==> config.mk <==
export PLATFORM = sky130hd
export DESIGN_NAME = intel_hex_record_parser
export DESIGN_NICKNAME = d
export VERILOG_FILES = /design/src/hdl/ihex_pkg.sv /design/src/hdl/ihex_front.sv /design/src/hdl/ihex_byte_fifo.sv /design/src/hdl/ihex_back.sv /design/src/hdl/intel_hex_record_parser.sv
export SDC_FILE = /design/constraint.sdc
export NUM_CORES = 1
export LEC_CHECK = 0
export BUFFER_PORTS_ARGS = -buffer_cell sky130_fd_sc_hd__buf_2
export CORE_MARGIN = 2
export CORE_UTILIZATION = 35
export DETAILED_ROUTE_END_ITERATION = 7
export PLACE_DENSITY_LB_ADDON = 0.25
export SLEW_MARGIN = 20
export SYNTH_ARGS = -nofsm -noshare
export SYNTH_HDL_FRONTEND = slang
export SYNTH_HIERARCHICAL = 1
export SYNTH_SLANG_ARGS = --single-unit
==> constraint.sdc <==
create_clock -name clk -period 2.6 [get_ports clk]
set_input_delay 0.13 -clock clk [delete_from_list [all_inputs] [get_ports clk]]
set_output_delay 0.13 -clock clk [all_outputs]
set_load 0.03 [all_outputs]
==> src/hdl/ihex_pkg.sv <==
`default_nettype none
// ----------------------------------------------------------------------------
// ihex_pkg
// Shared types and constants of the Intel HEX record parser.
// ----------------------------------------------------------------------------
package ihex_pkg;

  localparam int MAX_RECORD_BYTES = 16;
  localparam int CNT_W            = $clog2(MAX_RECORD_BYTES + 1);

  localparam int QDEPTH = 2;
  localparam int QPTR_W = $clog2(QDEPTH);
  localparam int QCNT_W = $clog2(QDEPTH + 1);

  localparam logic KIND_DATA  = 1'b0;
  localparam logic KIND_CHECK = 1'b1;

  typedef struct packed {
    logic [7:0] value;
    logic       bad;
  } byte_item_t;

  typedef struct packed {
    logic        kind;
    logic [7:0]  byte_value;
    logic [7:0]  record_type;
    logic [15:0] record_address;
    logic [3:0]  byte_index;
    logic        bad_digit;
  } result_t;

endpackage : ihex_pkg
`default_nettype wire

==> src/hdl/ihex_front.sv <==
`default_nettype none
// ----------------------------------------------------------------------------
// ihex_front
// Character decode: skip line breaks and colons, pair other characters into bytes and flag non-hex digits.
// ----------------------------------------------------------------------------
module ihex_front (
  input  wire                  clk,
  input  wire                  rst_n,
  input  wire                  char_valid,
  input  wire  [7:0]           char_in,
  output logic                 byte_push,
  output ihex_pkg::byte_item_t byte_item
);
  import ihex_pkg::*;

  localparam logic [7:0] CHAR_CR    = 8'h0D;
  localparam logic [7:0] CHAR_LF    = 8'h0A;
  localparam logic [7:0] CHAR_COLON = 8'h3A;

  logic       second_r, second_nxt;
  logic [3:0] high_r, high_nxt;
  logic       bad_r, bad_nxt;
  logic       skip;
  logic       is_digit;
  logic       is_upper;
  logic       is_lower;
  logic       ok;
  logic [3:0] nib;

  assign skip     = (char_in == CHAR_CR) || (char_in == CHAR_LF) || (char_in == CHAR_COLON);
  assign is_digit = (char_in >= 8'h30) && (char_in <= 8'h39);
  assign is_upper = (char_in >= 8'h41) && (char_in <= 8'h46);
  assign is_lower = (char_in >= 8'h61) && (char_in <= 8'h66);
  assign ok       = is_digit || is_upper || is_lower;

  always_comb begin
    priority if (is_digit) begin
      nib = char_in[3:0];
    end else if (is_upper || is_lower) begin
      nib = char_in[3:0] + 4'd9;
    end else begin
      nib = 4'd0;
    end
  end

  always_comb begin
    second_nxt = second_r;
    high_nxt   = high_r;
    bad_nxt    = bad_r;
    byte_push  = 1'b0;
    if (char_valid && !skip) begin
      if (!second_r) begin
        high_nxt   = nib;
        bad_nxt    = !ok;
        second_nxt = 1'b1;
      end else begin
        byte_push  = 1'b1;
        bad_nxt    = 1'b0;
        second_nxt = 1'b0;
      end
    end
  end

  assign byte_item.value = {high_r, nib};
  assign byte_item.bad   = bad_r || !ok;

  always_ff @(posedge clk) begin
    if (!rst_n) begin
      second_r <= 1'b0;
      high_r   <= 4'd0;
      bad_r    <= 1'b0;
    end else begin
      second_r <= second_nxt;
      high_r   <= high_nxt;
      bad_r    <= bad_nxt;
    end
  end

endmodule : ihex_front
`default_nettype wire

==> src/hdl/ihex_byte_fifo.sv <==
`default_nettype none
// ----------------------------------------------------------------------------
// ihex_byte_fifo
// Short queue of assembled bytes between the decoder and the field sequencer.
// ----------------------------------------------------------------------------
module ihex_byte_fifo (
  input  wire                  clk,
  input  wire                  rst_n,
  input  wire                  push,
  input  ihex_pkg::byte_item_t push_item,
  output logic                 full,
  output logic                 valid,
  input  wire                  pop,
  output ihex_pkg::byte_item_t pop_item
);
  import ihex_pkg::*;

  byte_item_t          mem_r [QDEPTH];
  logic [QPTR_W-1:0]   wr_ptr_r, wr_ptr_nxt;
  logic [QPTR_W-1:0]   rd_ptr_r, rd_ptr_nxt;
  logic [QCNT_W-1:0]   count_r, count_nxt;

  function automatic logic [QPTR_W-1:0] ptr_inc(input logic [QPTR_W-1:0] p);
    if (p == QPTR_W'(QDEPTH - 1)) begin
      return '0;
    end
    return p + QPTR_W'(1);
  endfunction

  assign full     = (count_r == QCNT_W'(QDEPTH));
  assign valid    = (count_r != '0);
  assign pop_item = mem_r[rd_ptr_r];

  always_comb begin
    wr_ptr_nxt = push ? ptr_inc(wr_ptr_r) : wr_ptr_r;
    rd_ptr_nxt = pop  ? ptr_inc(rd_ptr_r) : rd_ptr_r;
    count_nxt  = count_r;
    if (push && !pop) begin
      count_nxt = count_r + QCNT_W'(1);
    end else if (pop && !push) begin
      count_nxt = count_r - QCNT_W'(1);
    end
  end

  always_ff @(posedge clk) begin
    if (push) begin
      mem_r[wr_ptr_r] <= push_item;
    end
  end

  always_ff @(posedge clk) begin
    if (!rst_n) begin
      wr_ptr_r <= '0;
      rd_ptr_r <= '0;
      count_r  <= '0;
    end else begin
      wr_ptr_r <= wr_ptr_nxt;
      rd_ptr_r <= rd_ptr_nxt;
      count_r  <= count_nxt;
    end
  end

endmodule : ihex_byte_fifo
`default_nettype wire

==> src/hdl/ihex_back.sv <==
`default_nettype none
// ----------------------------------------------------------------------------
// ihex_back
// Field sequencer: place bytes into record fields and hold the result.
// ----------------------------------------------------------------------------
module ihex_back (
  input  wire                  clk,
  input  wire                  rst_n,
  input  wire                  byte_valid,
  input  ihex_pkg::byte_item_t byte_item,
  output logic                 byte_pop,
  output logic                 res_valid,
  input  wire                  res_pop,
  output ihex_pkg::result_t    res
);
  import ihex_pkg::*;

  typedef enum logic [2:0] {
    ST_COUNT,
    ST_ADDR_HI,
    ST_ADDR_LO,
    ST_TYPE,
    ST_DATA,
    ST_CHECK
  } stage_t;

  stage_t            stage_r;
  logic [CNT_W-1:0]  data_count_r;
  logic [CNT_W-1:0]  data_pos_r;
  logic [CNT_W-1:0]  pos_inc;
  logic [15:0]       addr_r;
  logic [7:0]        type_r;
  logic              res_valid_r;
  result_t           res_r;

  assign byte_pop  = byte_valid && (!res_valid_r || res_pop);
  assign res_valid = res_valid_r;
  assign res       = res_r;
  assign pos_inc   = data_pos_r + CNT_W'(1);

  always_ff @(posedge clk) begin
    if (!rst_n) begin
      stage_r      <= ST_COUNT;
      data_count_r <= '0;
      data_pos_r   <= '0;
      addr_r       <= '0;
      type_r       <= '0;
      res_valid_r  <= 1'b0;
    end else begin
      if (res_pop) begin
        res_valid_r <= 1'b0;
      end
      if (byte_pop) begin
        unique case (stage_r)
          ST_ADDR_HI: begin
            addr_r[15:8] <= byte_item.value;
            stage_r      <= ST_ADDR_LO;
          end
          ST_ADDR_LO: begin
            addr_r[7:0] <= byte_item.value;
            stage_r     <= ST_TYPE;
          end
          ST_TYPE: begin
            type_r     <= byte_item.value;
            data_pos_r <= '0;
            stage_r    <= (data_count_r == '0) ? ST_CHECK : ST_DATA;
          end
          ST_DATA: begin
            res_valid_r          <= 1'b1;
            res_r.kind           <= KIND_DATA;
            res_r.byte_value     <= byte_item.value;
            res_r.record_type    <= type_r;
            res_r.record_address <= addr_r;
            res_r.byte_index     <= data_pos_r[3:0];
            res_r.bad_digit      <= byte_item.bad;
            data_pos_r           <= pos_inc;
            if (pos_inc >= data_count_r) begin
              stage_r <= ST_CHECK;
            end
          end
          ST_CHECK: begin
            res_valid_r          <= 1'b1;
            res_r.kind           <= KIND_CHECK;
            res_r.byte_value     <= byte_item.value;
            res_r.record_type    <= type_r;
            res_r.record_address <= addr_r;
            res_r.byte_index     <= 4'd0;
            res_r.bad_digit      <= byte_item.bad;
            stage_r              <= ST_COUNT;
          end
          default: begin
            if (byte_item.value > 8'(MAX_RECORD_BYTES)) begin
              data_count_r <= CNT_W'(byte_item.value[3:0]);
            end else begin
              data_count_r <= CNT_W'(byte_item.value);
            end
            stage_r <= ST_ADDR_HI;
          end
        endcase
      end
    end
  end

  a_check_closes: assert property (@(posedge clk) disable iff (!rst_n)
    byte_pop && (stage_r == ST_CHECK) |=> (stage_r == ST_COUNT) && res_valid_r
                                          && (res_r.kind == KIND_CHECK))
    else $error("checksum byte did not close the record");

  a_pos_in_range: assert property (@(posedge clk) disable iff (!rst_n)
    (stage_r == ST_DATA) |-> (data_pos_r < data_count_r))
    else $error("data position beyond byte count");

  a_count_limit: assert property (@(posedge clk) disable iff (!rst_n)
    data_count_r <= CNT_W'(MAX_RECORD_BYTES))
    else $error("byte count above record limit");

  a_no_overwrite: assert property (@(posedge clk) disable iff (!rst_n)
    res_valid_r && !res_pop |=> res_valid_r && $stable(res_r))
    else $error("waiting result overwritten");

endmodule : ihex_back
`default_nettype wire

==> src/hdl/intel_hex_record_parser.sv <==
`default_nettype none
// ----------------------------------------------------------------------------
// intel_hex_record_parser
// Intel HEX text to data and checksum bytes with their record context.
// ----------------------------------------------------------------------------
// One character is taken per cycle while in_full is low, and one result can
// be taken per cycle; each data or checksum byte is registered as a result.
// Carriage return, line feed and colon are dropped; other characters pair
// into bytes, a non-hex character counting as zero with bad_digit set. The
// decoder feeds a two-entry byte queue, and the field sequencer holds one
// result register, so each side stalls only when its own neighbour stalls.
// ----------------------------------------------------------------------------
module intel_hex_record_parser (
  input  wire         clk,
  input  wire         rst_n,
  input  wire         in_push,
  output logic        in_full,
  input  wire  [7:0]  in_char_in,
  output logic        out_empty,
  input  wire         out_pop,
  output logic        out_kind,
  output logic [7:0]  out_byte_value,
  output logic [7:0]  out_record_type,
  output logic [15:0] out_record_address,
  output logic [3:0]  out_byte_index,
  output logic        out_bad_digit
);
  import ihex_pkg::*;

  logic       char_valid;
  logic       q_push;
  byte_item_t q_in;
  logic       q_full;
  logic       q_valid;
  logic       q_pop;
  byte_item_t q_out;
  logic       res_valid;
  logic       res_pop;
  result_t    res;

  assign in_full    = q_full;
  assign char_valid = in_push && !q_full;
  assign out_empty  = !res_valid;
  assign res_pop    = out_pop && res_valid;

  ihex_front u_front (
    .clk        (clk),
    .rst_n      (rst_n),
    .char_valid (char_valid),
    .char_in    (in_char_in),
    .byte_push  (q_push),
    .byte_item  (q_in)
  );

  ihex_byte_fifo u_fifo (
    .clk       (clk),
    .rst_n     (rst_n),
    .push      (q_push),
    .push_item (q_in),
    .full      (q_full),
    .valid     (q_valid),
    .pop       (q_pop),
    .pop_item  (q_out)
  );

  ihex_back u_back (
    .clk        (clk),
    .rst_n      (rst_n),
    .byte_valid (q_valid),
    .byte_item  (q_out),
    .byte_pop   (q_pop),
    .res_valid  (res_valid),
    .res_pop    (res_pop),
    .res        (res)
  );

  assign out_kind           = res.kind;
  assign out_byte_value     = res.byte_value;
  assign out_record_type    = res.record_type;
  assign out_record_address = res.record_address;
  assign out_byte_index     = res.byte_index;
  assign out_bad_digit      = res.bad_digit;

endmodule : intel_hex_record_parser
`default_nettype wire

==> out/summary.log, run 1 <==
INFO  setup_path     critical_path.startpoint_type=flop
INFO  sta            maxClockFrequency=408MHz
INFO  clocking       ctsRootBufferMaster=sky130_fd_sc_hd__clkbuf_16
INFO  sta            final_hold_viol_count=0
INFO  cells_and_area syn_to_final_growth=16.6%
INFO  setup_path     crit_fanout=10
INFO  sta            timing_max_transition_violations_final=0
INFO  synth          ys_seq_area_frac=0.612
INFO  synth          fraction_of_synthesis_flops_using_an_asynchronous_set_or_reset_pin=0
INFO  synth          synth_cells=327
INFO  global_route   via_count_of_the_first_global_routing_pass=2,443
INFO  clocking       clock_tree_from_tritoncts=done
INFO  sta            max_slew.worst_pin.slew=0.880ns
INFO  cells_and_area highest_count_cells_in_the_layout_ignoring_fill_and_taps=sky130_fd_sc_hd__edfxtp_1 (56), sky130_fd_sc_hd__buf_2 (51), sky130_fd_sc_hd__dfxtp_1 (49)
INFO  setup_path     worstSetupPathDepth=5
INFO  clocking       post_cts_resized=0
INFO  global_route   largest_net_degree_at_the_start_of_global_routing=39
INFO  detailed_routing num_vias=2,570
INFO  sta            rsz0062_at_grt=no
INFO  floorplanning  start_util=0.361
INFO  synth          yosys_register_bits=105
INFO  global_route   gr-total-overflow=0
INFO  setup_path     worst_path_dominant_cell_family=simple AND/OR/NAND/NOR gates
INFO  synth          syn_nets=350
INFO  worst_hold_path timing.hold.worst_path_depth=2
INFO  clocking       htree_num_levels=3
INFO  setup_path     worst_path_largest_cell_delay=0.75ns
INFO  cells_and_area nNetsFinal=403
INFO  detailed_routing routed_wire_length_per_instance=13.8um
INFO  cells_and_area mostFrequentLayoutCell=sky130_fd_sc_hd__edfxtp_1
INFO  cells_and_area antenna_diode_count=0
INFO  floorplanning  floorplan.die.width=116um
INFO  clocking       cts.clk_slew.worst_paths=0.07ns
INFO  sta            setup_viol_count_final=0
INFO  placement      post-dp-hpwl=5300um
INFO  sta            timing.clock.skew=0.00785ns
INFO  synth          syn-cell-area=4350um^2
INFO  sta            max_slew_headroom=0.412
INFO  outcome        status=completed
INFO  synth          syn_avg_cell_area=13.3um^2
INFO  flow_run       maxCapViolCount=0
INFO  detailed_routing via_per_inst=4.65
INFO  global_route   grt_antenna_before_repair=0
INFO  placement      pre_cts_slack=0.186ns
INFO  detailed_routing route.detailed.drc=0
INFO  setup_path     path_cells=and2b_2 > nor2b_2 > o211ai_1 > a21oi_1 > nor2b_1
INFO  clocking       tritoncts.num_buffers=9
INFO  detailed_routing routed_wirelength=7640um
INFO  power_and_ir_drop static-leakage-power=0.00206uW
INFO  setup_path     worst_r2r_path_depth=5
INFO  clocking       count_of_buffers_added_by_post_cts_timing_repair_for_setup=0
INFO  synth          postSynth.topFlopCell=sky130_fd_sc_hd__edfxtp_1
INFO  power_and_ir_drop finalPower=4150uW
INFO  sta            period_share=0.942
INFO  clocking       cts.sinks=105
INFO  clocking       cts_hold_buf=0
INFO  sta            fin_crit=2.45ns
INFO  clocking       cts_max_path_buffers=2
INFO  setup_path     worstSetupEndpointType=flop
INFO  setup_path     ff_to_ff_start=u_fifo/count_r[0]
INFO  synth          yosysWarnings=6
INFO  worst_hold_path min-delay-start=rst_n
INFO  synth          synth_cell_type_count=56
INFO  synth          synth_enable_flop_cells=56
INFO  setup_path     cp-startpoint=u_fifo/count_r[0]
INFO  floorplanning  placement_rows=40
INFO  cells_and_area fillerInstances=1,160
INFO  placement      io_buffers=51
INFO  setup_path     timing.critical_path.required=2.56ns
INFO  cells_and_area final_layout_size_suffix_gt1_frac=0.247
INFO  floorplanning  die_area=13,300um^2
INFO  setup_path     worstPathBufferInverterCount=0
INFO  sta            final.setup.tns=0ns
INFO  setup_path     r2r_setup_slack=0.15ns
INFO  clocking       clk-insertion-delay-late=0.34ns
INFO  sta            final_critical_path_setup_slack=0.152ns
INFO  setup_path     crit_path_top_delay_cell=sky130_fd_sc_hd__nor2b_1
INFO  global_route   grt_pass1_wl=12,200um
INFO  detailed_routing drt_first_iter_violations=122
INFO  setup_path     crit_type=flop to flop
INFO  power_and_ir_drop vdd_ir_drop_max=0.000334V
INFO  power_and_ir_drop power.density=819nW/um^2
INFO  floorplanning  die_height=116um
INFO  detailed_routing detail-route-antenna-nets=0
INFO  floorplanning  core=12,100um^2
INFO  setup_path     cp.arrival=2.41ns
INFO  global_route   global_route.usage.total=0.119
INFO  detailed_routing drt-pass1-iter-count=4
INFO  worst_hold_path holdCritPathClass=input pin to flop
INFO  floorplanning  ios=52
INFO  placement      place.gp.congestion=0.783
-- per-layer routing --
layer  part of all wire  GRT usage
met1               0.51      0.165
met4              0.015     0.0530
met2               0.43      0.183
met3              0.052     0.0204
met5                  0          0
-- sequential cells by signal (all words and copies together) (netlist names), named ones only --
| name | cells |
|---|---|
| u_back/res | 38 |
| u_back/addr_r | 16 |
| u_fifo/mem_r | 18 |
| u_front/bad_r | 1 |
| u_back/res_valid | 1 |
| u_fifo/wr_ptr_r | 1 |
| u_front/high_r | 4 |
| u_back/data_count_r | 5 |
| u_back/stage_r | 3 |
| u_fifo/count_r | 2 |
| u_back/data_pos_r | 5 |
| u_front/second_r | 1 |
| u_fifo/rd_ptr_r | 1 |
| u_back/type_r | 8 |
-- logic make-up after synthesis --
family | after synthesis | synth area share
DFF | 105 | 0.612
and+or+nand+nor | 97 | 0.140
AOI/OAI and AO/OA | 42 | 0.0811
muxes | 40 | 0.0952
buffers and inverters | 26 | 0.0285
adders and majority gates | 11 | 0.0316
xor gates and xnor gates | 6 | 0.0121
-- worst reg2reg max path, delay by kind of cell (launching register included) --
| kind | cells | cell delay [ns] |
|---|---|---|
| AOI/OAI and AO/OA | 2 | 0.50 |
| and+or+nand+nor | 3 | 1.16 |
| DFF | 1 | 0.40 |
-- through the flow --
step,hold slack (ns),utilization,cell area (um^2),std cells
6_report,0.193,0.421,5070,553
4_1_cts,0.195,0.421,5070,553
5_1_grt,0.220,0.421,5070,553
3_3_place_gp,0.414,0.396,4780,537
2_1_floorplan,0.248,-,4350,327
3_5_place_dp,0.419,0.396,4780,537
-- where the power goes --
group          leakage, uW  total [uW]  switching (uW)  internal, uW
Combinational      0.00101         819             449           370
Sequential        0.000897        2050             135          1920
Clock             0.000145        1280             593           687
-- cell usage after synthesis (all sizes together), types with 3 or more instances --
master,n,area [um^2]
nand3,5,25.0
o21a,5,37.5
xor2,3,26.3
a21oi,7,35.0
ha,11,138
a21o,3,22.5
nand2,9,33.8
buf,8,56.3
xnor2,3,26.3
a21boi,4,30.0
or3,4,25.0
a22o,4,36.3
and2,11,68.8
nor2b,34,215
inv,14,52.6
dfxtp,49,981
edfxtp,56,1680
nor2,7,28.8
clkbuf,4,15.0
nand2b,6,37.5
nand4b,3,26.3
o21ai,5,25.0
mux2i,29,290
mux2,11,124
-- worst paths after layout --
kind | end
hold reg to reg | u_back/res[6]
setup / recovery | u_fifo/mem_r[0][6]
setup reg to reg | u_fifo/mem_r[0][6]
hold / removal | u_fifo/wr_ptr_r
-- area by class of cell --
cell class | instances | area, um^2 | area share
clock buffer | 10 | 239 | 0.0471
timing repair buffer | 54 | 290 | 0.0572
clock inverter | 6 | 51.3 | 0.0101
tap | 168 | 210 | 0.0414
sequential | 105 | 2660 | 0.525
multi-input combinational | 196 | 1570 | 0.309
inverter | 14 | 52.6 | 0.0104
No activity file was read; power rests on OpenSTA's default activity.
==> run 2, diff against run 1 <==
--- a/config.mk
+++ b/config.mk
@@ -12,2 +12,3 @@
 export PLACE_DENSITY_LB_ADDON = 0.25
+export RECOVER_POWER = 25
 export SLEW_MARGIN = 20
==> constraint.sdc (replaced) <==
create_clock -name clk -period 2.6 [get_ports clk]
set_input_delay 0.78 -clock clk [delete_from_list [all_inputs] [get_ports clk]]
set_output_delay 0.78 -clock clk [all_outputs]
set_load 0.03 [all_outputs]
==> run 2 against run 1 <==
  * Global-route usage increased by 0.14 points
  * Clock-buffer cell count increased by 2
  * Clock skew about the same
  * Die area unchanged
  * Sequential power about the same
  * Total power increased by 0.93%
  * Clock power about the same
  * Non-clock buffer count increased by 12
  * Largest power group unchanged
==> out/summary.log, run 2 (synthesis gave the netlist of run 1 again) <==
INFO  outcome        status=completed
INFO  floorplanning  floorplan.die.width=116um [unchanged]
INFO  global_route   largest_net_degree_at_the_start_of_global_routing=46 [+18%]
INFO  global_route   via_count_of_the_first_global_routing_pass=2,456 [+0.53%]
INFO  sta            setup_viol_count_final=0 [unchanged]
INFO  placement      dpl-instance-area=4870um^2 [+1.8%]
INFO  detailed_routing num_vias=2,608 [+1.5%]
INFO  global_route   global_route.usage.total=0.120 [+0.00145]
INFO  cells_and_area fillerInstances=1,119 [-3.5%]
INFO  cells_and_area largest_reg_flops=38 [unchanged]
INFO  setup_path     crit_fanout=3 [-7]
INFO  sta            final_critical_path_setup_slack=0.246ns [+0.0936 ns]
INFO  setup_path     crit_type=input pin to flop
INFO  detailed_routing route.detailed.drc=0 [unchanged]
INFO  floorplanning  ios=52 [unchanged]
INFO  detailed_routing detail-route-antenna-nets=0 [unchanged]
INFO  global_route   grt_antenna_before_repair=0 [unchanged]
INFO  detailed_routing via_per_inst=4.62 [-0.68%]
INFO  detailed_routing routed_wire_length_per_instance=13.6um [-1.9%]
INFO  worst_hold_path timing.hold.worst_path_depth=0 [-2]
INFO  setup_path     timing.critical_path.required=2.87ns [+0.31 ns]
INFO  setup_path     ff_to_ff_start=u_fifo/count_r[0]
INFO  sta            max_slew.worst_pin.slew=0.885ns [+0.00589 ns]
INFO  detailed_routing drt-pass1-iter-count=4 [unchanged]
INFO  sta            timing_max_transition_violations_final=0 [unchanged]
INFO  cells_and_area finish.instance_area=5140um^2 [+1.4%]
INFO  floorplanning  placement_rows=40 [unchanged]
INFO  clocking       count_of_buffers_added_by_post_cts_timing_repair_for_setup=0 [unchanged]
INFO  setup_path     critical_path.startpoint_type=input pin
INFO  detailed_routing routed_wirelength=7660um [+0.26%]
INFO  clocking       post_cts_resized=0 [unchanged]
INFO  global_route   gr-total-overflow=0 [unchanged]
INFO  detailed_routing drt_first_iter_violations=138 [+13%]
INFO  setup_path     r2r_end=u_fifo/mem_r[0][5]
INFO  floorplanning  start_util=0.361 [unchanged]
INFO  setup_path     worst_r2r_path_depth=5 [unchanged]
INFO  sta            fin_crit=2.35ns [-0.0936 ns]
INFO  clocking       tritoncts.num_buffers=9 [unchanged]
INFO  clocking       cts.sinks=105 [unchanged]
INFO  clocking       cts_max_path_buffers=2 [unchanged]
INFO  setup_path     worstSetupEndpointType=flop
INFO  placement      post-dp-hpwl=5310um [+0.19%]
INFO  clocking       ctsRootBufferMaster=sky130_fd_sc_hd__clkbuf_16
INFO  setup_path     timing.critical_path.to=u_fifo/count_r[1]
INFO  floorplanning  core=12,100um^2 [unchanged]
INFO  floorplanning  die_area=13,300um^2 [unchanged]
INFO  global_route   grt_pass1_wl=12,500um [+1.8%]
INFO  sta            final_hold_viol_count=0 [unchanged]
INFO  cells_and_area antenna_diode_count=0 [unchanged]
INFO  sta            max_slew_headroom=0.410 [-0.00272]
INFO  placement      io_buffers=51 [unchanged]
INFO  setup_path     cp-startpoint=in_char_in[1]
INFO  power_and_ir_drop power.density=815nW/um^2 [-0.45%]
INFO  flow_run       maxCapViolCount=0 [unchanged]
INFO  sta            maxClockFrequency=425MHz [+4.0%]
INFO  clocking       clk-insertion-delay-late=0.34ns [about the same]
INFO  placement      place.gp.congestion=0.736 [-5.9%]
INFO  sta            timing.clock.skew=0.00781ns [-0.0000387 ns]
INFO  cells_and_area highest_count_cells_in_the_layout_ignoring_fill_and_taps=sky130_fd_sc_hd__edfxtp_1 (56), sky130_fd_sc_hd__buf_2 (51), sky130_fd_sc_hd__dfxtp_1 (49)
INFO  setup_path     cp.arrival=2.63ns [+0.22 ns]
INFO  clocking       clock_tree_from_tritoncts=done
INFO  power_and_ir_drop static-leakage-power=0.00210uW [+2.3%]
INFO  placement      pre_cts_slack=-0.158ns [-0.345 ns]
INFO  clocking       htree_num_levels=3 [unchanged]
INFO  clocking       cts.clk_slew.worst_paths=0.07ns [about the same]
INFO  cells_and_area syn_to_final_growth=18.2%
INFO  clocking       cts_hold_buf=0 [unchanged]
INFO  sta            rsz0062_at_grt=no
INFO  sta            period_share=0.906 [-0.0360]
INFO  cells_and_area nNetsFinal=415 [+3.0%]
INFO  floorplanning  die_height=116um [unchanged]
INFO  power_and_ir_drop vdd_ir_drop_max=0.000407V [+22%]
INFO  worst_hold_path holdCritPathClass=flop to flop
INFO  cells_and_area final_layout_size_suffix_gt1_frac=0.247 [about the same]
INFO  setup_path     r2r_setup_slack=0.34ns [+0.19 ns]
INFO  cells_and_area mostFrequentLayoutCell=sky130_fd_sc_hd__edfxtp_1
-- run 2: metal layers --
metal	share of wire	GRT usage	vias up
met5	0	0	-
met2	0.44	0.179	67
met1	0.49	0.166	1216
met3	0.048	0.0235	9
met4	0.017	0.0643	0
li1	-	-	1316
-- run 2: cell type report --
type	count	area (um^2)	area share
Timing Repair Buffer	66	364	0.0708
Tap cell	168	210	0.0409
Clock inverter	4	26.3	0.00511
Multi-Input combinational cell	196	1560	0.303
Inverter	14	52.6	0.0102
Clock buffer	12	268	0.0521
Sequential cell	105	2660	0.518
-- run 2: critical path: stages --
cell	delay [ns]
sky130_fd_sc_hd__buf_2	0.11
sky130_fd_sc_hd__inv_1	0.07
sky130_fd_sc_hd__ha_2	0.17
sky130_fd_sc_hd__or4bb_1	0.44
sky130_fd_sc_hd__o211ai_1	0.15
sky130_fd_sc_hd__a21oi_2	0.11
sky130_fd_sc_hd__ha_1	0.29
sky130_fd_sc_hd__or3_1	0.36
sky130_fd_sc_hd__a21boi_1	0.14
-- run 2: power breakdown --
group          internal, uW  switching (uW)
registers              1920             134
logic                   398             447
clock network           732             561
total                  3050            1140
-- run 2: worst min path at each step --
| stage | to | from |
|---|---|---|
| floorplan | u_back/res[10] | u_back/addr_r[5] |
| global placement | u_back/res[26] | u_back/type_r[5] |
| detailed placement | u_back/res[16] | u_back/addr_r[11] |
| CTS | u_back/res[16] | u_back/addr_r[11] |
| global route | u_back/res[22] | u_back/type_r[1] |
| finish | u_back/res[17] | u_back/addr_r[12] |
-- run 2: through the flow --
step                 util  setup TNS, ns  cells  hold slack [ns]  total power [uW]
CTS                 0.428              0    565            0.436              4270
global placement    0.403         -0.939    549            0.414              2950
finish              0.426              0    565            0.435              4190
detailed placement  0.403          -1.62    549            0.419              2980
global route        0.426              0    565            0.439              4420
floorplan               -              0    327            0.408              2740
==> run 3, diff against run 2 <==
clock period = 2.9 ns   (was 2.6 ns; I/O delays follow)
==> run 3 against run 2 <==
  * Non-clock buffer count down 4
  * Critical path type unchanged
  * Wire length down 0.26%
  * Worst setup slack gained 0.070 ns
==> out/summary.log, run 3 (synthesis gave the netlist of run 1 again) <==
INFO  setup_path     worstSetupEndpointType=flop
INFO  placement      place.gp.congestion=0.783 [+6.3%]
INFO  floorplanning  placement_rows=40 [unchanged]
INFO  floorplanning  floorplan.die.width=116um [unchanged]
INFO  clocking       cts_max_path_buffers=2 [unchanged]
INFO  sta            maxClockFrequency=387MHz
INFO  cells_and_area multiInputGateArea=1570um^2 [+0.48%]
INFO  outcome        status=completed
INFO  setup_path     worst_r2r_path_depth=5 [unchanged]
INFO  power_and_ir_drop finalPower=3690uW [-12%]
INFO  cells_and_area antenna_diode_count=0 [unchanged]
INFO  detailed_routing routed_wire_length_per_instance=13.6um [+0.45%]
INFO  sta            rsz0062_at_grt=no
INFO  global_route   global_route.usage.total=0.120 [-0.000120]
INFO  clocking       count_of_buffers_added_by_post_cts_timing_repair_for_setup=0 [unchanged]
INFO  cells_and_area syn_to_final_growth=17.4%
INFO  floorplanning  core=12,100um^2 [unchanged]
INFO  setup_path     cp-startpoint=in_char_in[0]
INFO  power_and_ir_drop power.density=721nW/um^2 [-11%]
INFO  placement      post-dp-hpwl=5260um [-0.87%]
INFO  clocking       post_cts_resized=0 [unchanged]
INFO  setup_path     r2r_end=u_fifo/mem_r[0][8]
INFO  setup_path     crit_type=input pin to flop
INFO  floorplanning  ios=52 [unchanged]
INFO  setup_path     crit_fanout=10 [+7]
INFO  detailed_routing routed_wirelength=7640um [-0.26%]
INFO  floorplanning  die_area=13,300um^2 [unchanged]
INFO  setup_path     critical_path.startpoint_type=input pin
INFO  cells_and_area final_layout_size_suffix_gt1_frac=0.234 [-0.0128]
INFO  global_route   via_count_of_the_first_global_routing_pass=2,461 [+0.20%]
INFO  clocking       clock_tree_from_tritoncts=done
INFO  floorplanning  die_height=116um [unchanged]
INFO  sta            setup_viol_count_final=0 [unchanged]
INFO  worst_hold_path holdCritPathClass=flop to flop
INFO  sta            max_slew.worst_pin.slew=1.28ns [+0.393 ns]
INFO  sta            period_share=0.891
INFO  setup_path     timing.critical_path.required=2.86ns [about the same]
INFO  detailed_routing via_per_inst=4.56 [-1.3%]
INFO  detailed_routing route.detailed.drc=0 [unchanged]
INFO  detailed_routing detail-route-antenna-nets=0 [unchanged]
INFO  cells_and_area mostFrequentLayoutCell=sky130_fd_sc_hd__edfxtp_1
INFO  clocking       cts.sinks=105 [unchanged]
INFO  global_route   gr-total-overflow=0 [unchanged]
INFO  detailed_routing drt_first_iter_violations=275 [+99%]
INFO  clocking       clk-insertion-delay-late=0.33ns [about the same]
INFO  setup_path     cp.arrival=2.54ns [-0.09 ns]
INFO  sta            timing.clock.skew=0.00607ns [-0.00174 ns]
INFO  setup_path     timing.critical_path.to=u_fifo/mem_r[0][8]
INFO  sta            fin_crit=2.58ns
INFO  sta            timing_max_transition_violations_final=0 [unchanged]
INFO  floorplanning  start_util=0.361 [unchanged]
INFO  clocking       cts_hold_buf=0 [unchanged]
INFO  cells_and_area fin_cells=561 [-0.71%]
INFO  global_route   grt_pass1_wl=12,300um [-1.1%]
INFO  placement      dpl-instance-area=4840um^2 [-0.49%]
INFO  global_route   largest_net_degree_at_the_start_of_global_routing=38 [-17%]
INFO  detailed_routing drt-pass1-iter-count=4 [unchanged]
INFO  setup_path     ff_to_ff_start=u_fifo/count_r[0]
INFO  cells_and_area finalCoreUtilization=0.424 [-0.00280]
INFO  cells_and_area largest_reg_flops=38 [unchanged]
INFO  cells_and_area highest_count_cells_in_the_layout_ignoring_fill_and_taps=sky130_fd_sc_hd__edfxtp_1 (56), sky130_fd_sc_hd__buf_2 (51), sky130_fd_sc_hd__dfxtp_1 (49)
INFO  sta            final.setup.tns=0ns [unchanged]
INFO  sta            final_hold_viol_count=0 [unchanged]
INFO  flow_run       maxCapViolCount=0 [unchanged]
INFO  sta            max_slew_headroom=0.148 [-0.262]
INFO  placement      io_buffers=51 [unchanged]
INFO  power_and_ir_drop static-leakage-power=0.00207uW [-1.5%]
INFO  cells_and_area finish.instance_area=5110um^2 [-0.66%]
INFO  detailed_routing num_vias=2,556 [-2.0%]
INFO  placement      post-place-cells=545 [-0.73%]
INFO  setup_path     r2r_setup_slack=0.54ns [+0.20 ns]
INFO  clocking       htree_num_levels=3 [unchanged]
INFO  cells_and_area nNetsFinal=411 [-0.96%]
INFO  cells_and_area sequential_cell_area=2660um^2 [unchanged]
INFO  cells_and_area fillerInstances=1,094 [-2.2%]
INFO  power_and_ir_drop vdd_ir_drop_max=0.000307V [-25%]
INFO  global_route   grt_antenna_before_repair=0 [unchanged]
INFO  clocking       ctsRootBufferMaster=sky130_fd_sc_hd__clkbuf_16
INFO  clocking       cts.clk_slew.worst_paths=0.06ns [about the same]
INFO  clocking       tritoncts.num_buffers=9 [unchanged]
==> run 3: cell type report <==
| class | instances | area share |
|---|---|---|
| Multi-Input combinational cell | 196 | 0.307 |
| Tap cell | 168 | 0.0411 |
| Clock buffer | 9 | 0.0441 |
| Sequential cell | 105 | 0.521 |
| Inverter | 14 | 0.0103 |
| Timing Repair Buffer | 62 | 0.0678 |
| Clock inverter | 7 | 0.00882 |
==> run 3: per-layer routing <==
metal,track usage,routed length [um],vias up
li1,-,-,1301
met1,0.163,3790,1178
met2,0.185,3310,64
met3,0.0262,381,13
met4,0.0530,149,0
met5,0,0,-
==> run 3: how the worst min path moves through the flow <==
stage                                 start              to  slack (ns)  depth (start not counted)
after detailed placement   u_back/type_r[7]  u_back/res[28]        0.42                          0
after CTS                  u_back/type_r[7]  u_back/res[28]        0.44                          0
after floorplan            u_back/addr_r[5]  u_back/res[10]        0.41                          0
after global placement    u_back/addr_r[14]  u_back/res[19]        0.41                          0
final                      u_back/type_r[7]  u_back/res[28]        0.43                          0
after global routing       u_back/type_r[6]  u_back/res[27]        0.44                          0
==> run 3: worst max-delay path, cell delays in order <==
cell,delay [ns]
sky130_fd_sc_hd__buf_2,0.13
sky130_fd_sc_hd__ha_1,0.20
sky130_fd_sc_hd__or4bb_1,0.19
sky130_fd_sc_hd__o211ai_1,0.11
sky130_fd_sc_hd__a21oi_1,0.29
sky130_fd_sc_hd__nor2b_1,0.74
==> run 3: report_power, final <==
| group | switching (uW) | internal [uW] |
|---|---|---|
| registers | 120 | 1720 |
| clock network | 513 | 579 |
| logic | 406 | 346 |
==> run 3: through the flow <==
step	hold WS, ns	setup WS [ns]
floorplan	0.408	0.0649
global placement	0.413	-0.00295
detailed placement	0.419	-0.0701
CTS	0.436	0.286
global route	0.439	0.139
finish	0.432	0.315
